## src/rtl/tkld_pkg.sv

```systemverilog
package tkld_pkg;

  localparam int unsigned LIST_DEPTH_DEF    = 16;
  localparam int unsigned TAG_BITS_DEF      = 16;
  localparam int unsigned DURATION_BITS_DEF = 48;

  localparam int unsigned KEEP_W = 7;
  localparam logic [KEEP_W-1:0] KEEP_RESET = 7'd16;

  localparam logic OP_INSERT = 1'b0;
  localparam logic OP_DUMP   = 1'b1;

  localparam logic KIND_EVICT = 1'b0;
  localparam logic KIND_DUMP  = 1'b1;

  // per-cycle command broadcast to every cell
  typedef struct packed {
    logic ins_en;  // insert the new entry, shifting smaller ones down
    logic rot_en;  // rotate the valid entries one place toward the head
  } ctl_t;

endpackage

```

## src/rtl/tkld_cell.sv

```systemverilog
module tkld_cell
  import tkld_pkg::*;
#(
  parameter int unsigned TAG_BITS      = TAG_BITS_DEF,
  parameter int unsigned DURATION_BITS = DURATION_BITS_DEF
) (
  input  logic                     clk_i,
  input  ctl_t                     ctl_i,
  input  logic                     valid_i,
  input  logic                     tail_i,
  input  logic                     prev_ins_i,
  input  logic [TAG_BITS-1:0]      prev_tag_i,
  input  logic [DURATION_BITS-1:0] prev_dur_i,
  input  logic [TAG_BITS-1:0]      next_tag_i,
  input  logic [DURATION_BITS-1:0] next_dur_i,
  input  logic [TAG_BITS-1:0]      head_tag_i,
  input  logic [DURATION_BITS-1:0] head_dur_i,
  input  logic [TAG_BITS-1:0]      new_tag_i,
  input  logic [DURATION_BITS-1:0] new_dur_i,
  output logic                     ins_o,
  output logic [TAG_BITS-1:0]      tag_o,
  output logic [DURATION_BITS-1:0] dur_o,
  output logic [TAG_BITS-1:0]      tag_d_o,
  output logic [DURATION_BITS-1:0] dur_d_o
);

  logic [TAG_BITS-1:0]      tag_q, tag_d;
  logic [DURATION_BITS-1:0] dur_q, dur_d;

  // insertion point or below: new entry goes here or further up
  assign ins_o = !valid_i || (dur_q < new_dur_i);

  always_comb begin
    tag_d = tag_q;
    dur_d = dur_q;
    if (ctl_i.ins_en) begin
      if (prev_ins_i) begin
        tag_d = prev_tag_i;
        dur_d = prev_dur_i;
      end else if (ins_o) begin
        tag_d = new_tag_i;
        dur_d = new_dur_i;
      end
    end else if (ctl_i.rot_en && valid_i) begin
      if (tail_i) begin
        tag_d = head_tag_i;
        dur_d = head_dur_i;
      end else begin
        tag_d = next_tag_i;
        dur_d = next_dur_i;
      end
    end
  end

  always_ff @(posedge clk_i) begin
    tag_q <= tag_d;
    dur_q <= dur_d;
  end

  assign tag_o   = tag_q;
  assign dur_o   = dur_q;
  assign tag_d_o = tag_d;
  assign dur_d_o = dur_d;

endmodule

```

## config.mk

```make
export PLATFORM = sky130hd
export DESIGN_NAME = tkld_cell
export DESIGN_NICKNAME = d
export VERILOG_FILES = /design/src/rtl/tkld_pkg.sv /design/src/rtl/tkld_cell.sv
export SDC_FILE = /design/constraint.sdc
export NUM_CORES = 1
export LEC_CHECK = 0
export BUFFER_PORTS_ARGS = -buffer_cell sky130_fd_sc_hd__buf_2
export CORE_AREA = 5 5 150 152
export CTS_CLUSTER_SIZE = 8
export DETAILED_ROUTE_END_ITERATION = 10
export DIE_AREA = 0 0 155 157
export SETUP_SLACK_MARGIN = 0.15
export SKIP_CTS_REPAIR_TIMING = 1
export SYNTH_ARGS = -nofsm -noshare
export SYNTH_HDL_FRONTEND = slang
export SYNTH_SLANG_ARGS = --single-unit
```

## constraint.sdc

```tcl
create_clock -name clk_i -period 5.9 [get_ports clk_i]
set_clock_uncertainty 0.05 [all_clocks]
set_input_delay 1.77 -clock clk_i [delete_from_list [all_inputs] [get_ports clk_i]]
set_output_delay 1.77 -clock clk_i [all_outputs]
set_load 0.005 [all_outputs]
```

* Word-level counts from Yosys, hierarchy flattened
Cells that the tools add are included.
Word-level totals: bits in registers 64, input bits 262, output and inout bits 129, word-level logic and storage cells 16
Cells by class: order comparisons 1, muxes and demuxes 10, reduce and logical (&&, ||, !) cells 3
Operators by type and width (number):
- two-way mux 48 bit | 5
- two-way mux 16 bit | 5
- less-than comparator 48 bit | 1
- logical AND 1 bit | 1
- zero test 1 bit | 1
- logical OR 1 bit | 1

* Depth between registers and ports, before layout
word-level depth 5, depth in mapped cells 11

* Least setup slack after synthesis
Ideal clock, no wire load.
path type input-to-output, start point input new_dur_i[15], end point output dur_d_o[10], arrival time 4062 ps, data required time 4080 ps, slack 18 ps, stages 10, path buffers 1, cells stage by stage inv_1 > ha_1 > nand2_2 > nor4_2 > or4b_1 > a311oi_2 > o2111ai_4 > buf_6 > a311oi_1 > a21oi_1
Between the ends: longest elaborated chain between the ends 5
RTL lines:
- start, declared | RTL line tkld_cell.sv:19 | input logic [DURATION_BITS-1:0] new_dur_i,
- less-than comparator 48 bit | RTL line tkld_cell.sv:31 | assign ins_o = !valid_i || (dur_q < new_dur_i);
- logical OR 1 bit | RTL line tkld_cell.sv:31
- two-way mux 48 bit | RTL line tkld_cell.sv:40 | end else if (ins_o) begin
- two-way mux 48 bit | RTL line tkld_cell.sv:37 | if (prev_ins_i) begin
- two-way mux 48 bit | RTL line tkld_cell.sv:36 | if (ctl_i.ins_en) begin
- end, declared | RTL line tkld_cell.sv:24 | output logic [DURATION_BITS-1:0] dur_d_o
Every way passes these cells.

* Final worst setup path
start point input new_dur_i[15], end point output dur_d_o[1]
The elaborated chain is that of the path after synthesis.

==> impl_metrics.toml <==
[run_status]
status = "finished, violations left"
violations = "setup timing"

[sta]
fin_crit_sh_pct = 107
timing.final.ws_setup_ns = -0.414
rsz0062_at_grt = "yes"
slew_headroom_pct = 57.1
fmax_ghz = 0.158
finalHoldViolCount = 0
finalSetupViolCount = 65
period_needed_ns = 6.31
tightestPinTransition_ns = 0.643
slew_violations = 0

[final_layout]
mostFrequentLayoutCell = "buf_2"
fillers = 2118
final_cell_mix = "buf_2, a21oi_1, nor2_1"
instances_no_fill = 1494
diodes = 0
synthToLayoutAreaGrowth_pct = 58.2
layout.nets = 1523
drive_above_1_share_pct = 45.0

[clock_network]
cts_buffers = 9
cts.clk_slew.worst_paths_ns = 0.06
cts.sinks = 64
clock_path_buffers = 2
cts_tree = "yes"
cts_root_buffer = "clkbuf_16"
clk_latency_ns = 0.34
cts.htree.levels = 3

[power]
clkPwrFrac_pct = 26.9
total_power_mw = 1.93
p_per_area_nw_per_um2 = 198
max-vdd-ir-drop_uv = 118
combPwrFrac_pct = 43.5
pwr-share-seq_pct = 29.6
netSwitchingPower_uw = 730
intPower_mw = 1.20
p_sw_share_pct = 37.9
p_leak_nw = 4.55

[synth]
yosysWarningCount = 0
async_flop_share_pct = 0
synth_flop_cell = "dfxtp_1"
synth_cell_types = 39
postSynthCellCount = 821
synthesis.nets = 1130
ys_seq_elements = 64
synth-seq-area-share_pct = 20.8
yosysTopAreaCell = "dfxtp_1"
synth_edf_count = 0
synth.top_cell.area_share_pct = 20.8
synthTopCellsByArea = "dfxtp_1, a21oi_1, mux2i_1"
synth_area_um2 = 6150
avgSynthCellArea_um2 = 7.49

[setup_path]
cp_max_fo = 7
cp-start-kind = "input pin"
r2r_start = "dur_o[15]"
cp_data_required_time_ns = 4.08
cp_data_arrival_time_ns = 4.49
worstSetupPathType = "input pin to primary output"
crit_start = "new_dur_i[15]"
critPathCaptureType = "primary output"

[global_routing]
grt_max_degree = 129
grt_pass1_wl_um = 39800
grtUsageTotal_pct = 19.9
antenna_found_initial = 2
grt_overflow_total = 0
grt_pass1_vias = 7515

[min_path]
hp-class = "register to register"
min-delay-start = "tag_o[14]"

[die]
rows = 53
start_util_pct = 29.4
io_pins = 391
die-area_um2 = 24300
die_h_um = 157
coreArea_um2 = 20900
die_x_um = 155

[detailed_routing]
wl_per_cell_um = 19.1
routed_wl_um = 28500
drt_iter0_drc = 311
via_per_inst = 5.37
ant_nets = 0
num_vias = 8020
drc = 0
firstDrtPassIters = 4

[placed_design]
hpwlAfterDp_um = 20100
place_ws_ns = -0.371
place_inst = 1456
portBuffers = 390
place.gp.congestion = 0.832

[run]
cap_violations = 0
-- power by group through the flow --
stage | clock, mW | combinational [mW] | sequential [mW]
floorplan | 0 | 0.389 | 0.562
global placement | 0 | 0.750 | 0.569
detailed placement | 0 | 0.754 | 0.570
CTS | 0.533 | 0.758 | 0.561
global route | 0.548 | 0.930 | 0.579
finish | 0.519 | 0.839 | 0.570
-- final timing paths --
kind | endpoint | slack, ns | depth (start not counted)
max | dur_d_o[1] | -0.41 | 13
min | tag_o[14] | 0.46 | 2
max reg2reg | dur_o[1] | 2.76 | 11
min reg2reg | tag_o[14] | 0.46 | 2
-- per-layer routing --
layer	GRT usage (%)	wire [um]
met1	23.7	11000
met2	35.2	14400
met3	4.81	2370
met4	6.39	723
met5	0	27
-- cell usage after synthesis, types with 5 or more instances --
library cell	count
a211oi_1	66
a21oi_1	145
a311oi_1	64
buf_1	7
buf_2	5
buf_6	6
clkbuf_1	56
dfxtp_1	64
ha_1	47
inv_1	48
mux2i_1	64
nand2_1	8
nand2b_1	65
nand4_1	9
nor2_1	71
o21ai_0	44
o21ai_1	25
-- worst max-delay path, cell delays in order --
cell	delay, ns
buf_8	0.08
inv_4	0.03
ha_4	0.27
nand2_4	0.05
nor4_4	0.29
or4b_4	0.51
a311oi_4	0.39
o2111ai_4	0.17
buf_4	0.19
clkbuf_16	0.17
a311oi_1	0.29
a21oi_1	0.13
buf_2	0.15
-- kinds of logic after synthesis --
| family | share of synthesized area [%] |
|---|---|
| fa+ha+maj | 9.56 |
| flops | 20.8 |
| simple gates | 13.9 |
| compound gates | 36.9 |
| buf+inv | 8.40 |
| mux | 10.4 |
-- area by class of cell --
cell class | instances | area (um^2) | area share (%)
multi-input cells | 634 | 4790 | 49.2
repair buffers | 457 | 2860 | 29.4
flip-flops and latches | 64 | 1280 | 13.2
well taps | 275 | 344 | 3.54
clock buffers | 11 | 243 | 2.49
inverters | 48 | 185 | 1.90
clock inverters | 5 | 32.5 | 0.334
-- per-stage QoR --
| step | util [%] | setup TNS (ns) | area, um^2 | hold WS, ns |
|---|---|---|---|---|
| finish | 46.6 | -21.49 | 9730 | 0.456 |
| global route | 46.6 | -28.47 | 9730 | 0.481 |
| CTS | 42.7 | -22.81 | 8920 | 0.464 |
| detailed placement | 41.4 | -21.02 | 8640 | 0.448 |
| global placement | 41.4 | -17.01 | 8640 | 0.447 |
| floorplan | - | 0 | 6150 | 0.463 |
-- flip-flops by register name, indices dropped and copies added (netlist names) --
register / cells
tag_o: 16
dur_o: 48
Note: power is estimated with default switching activity, not from simulation.
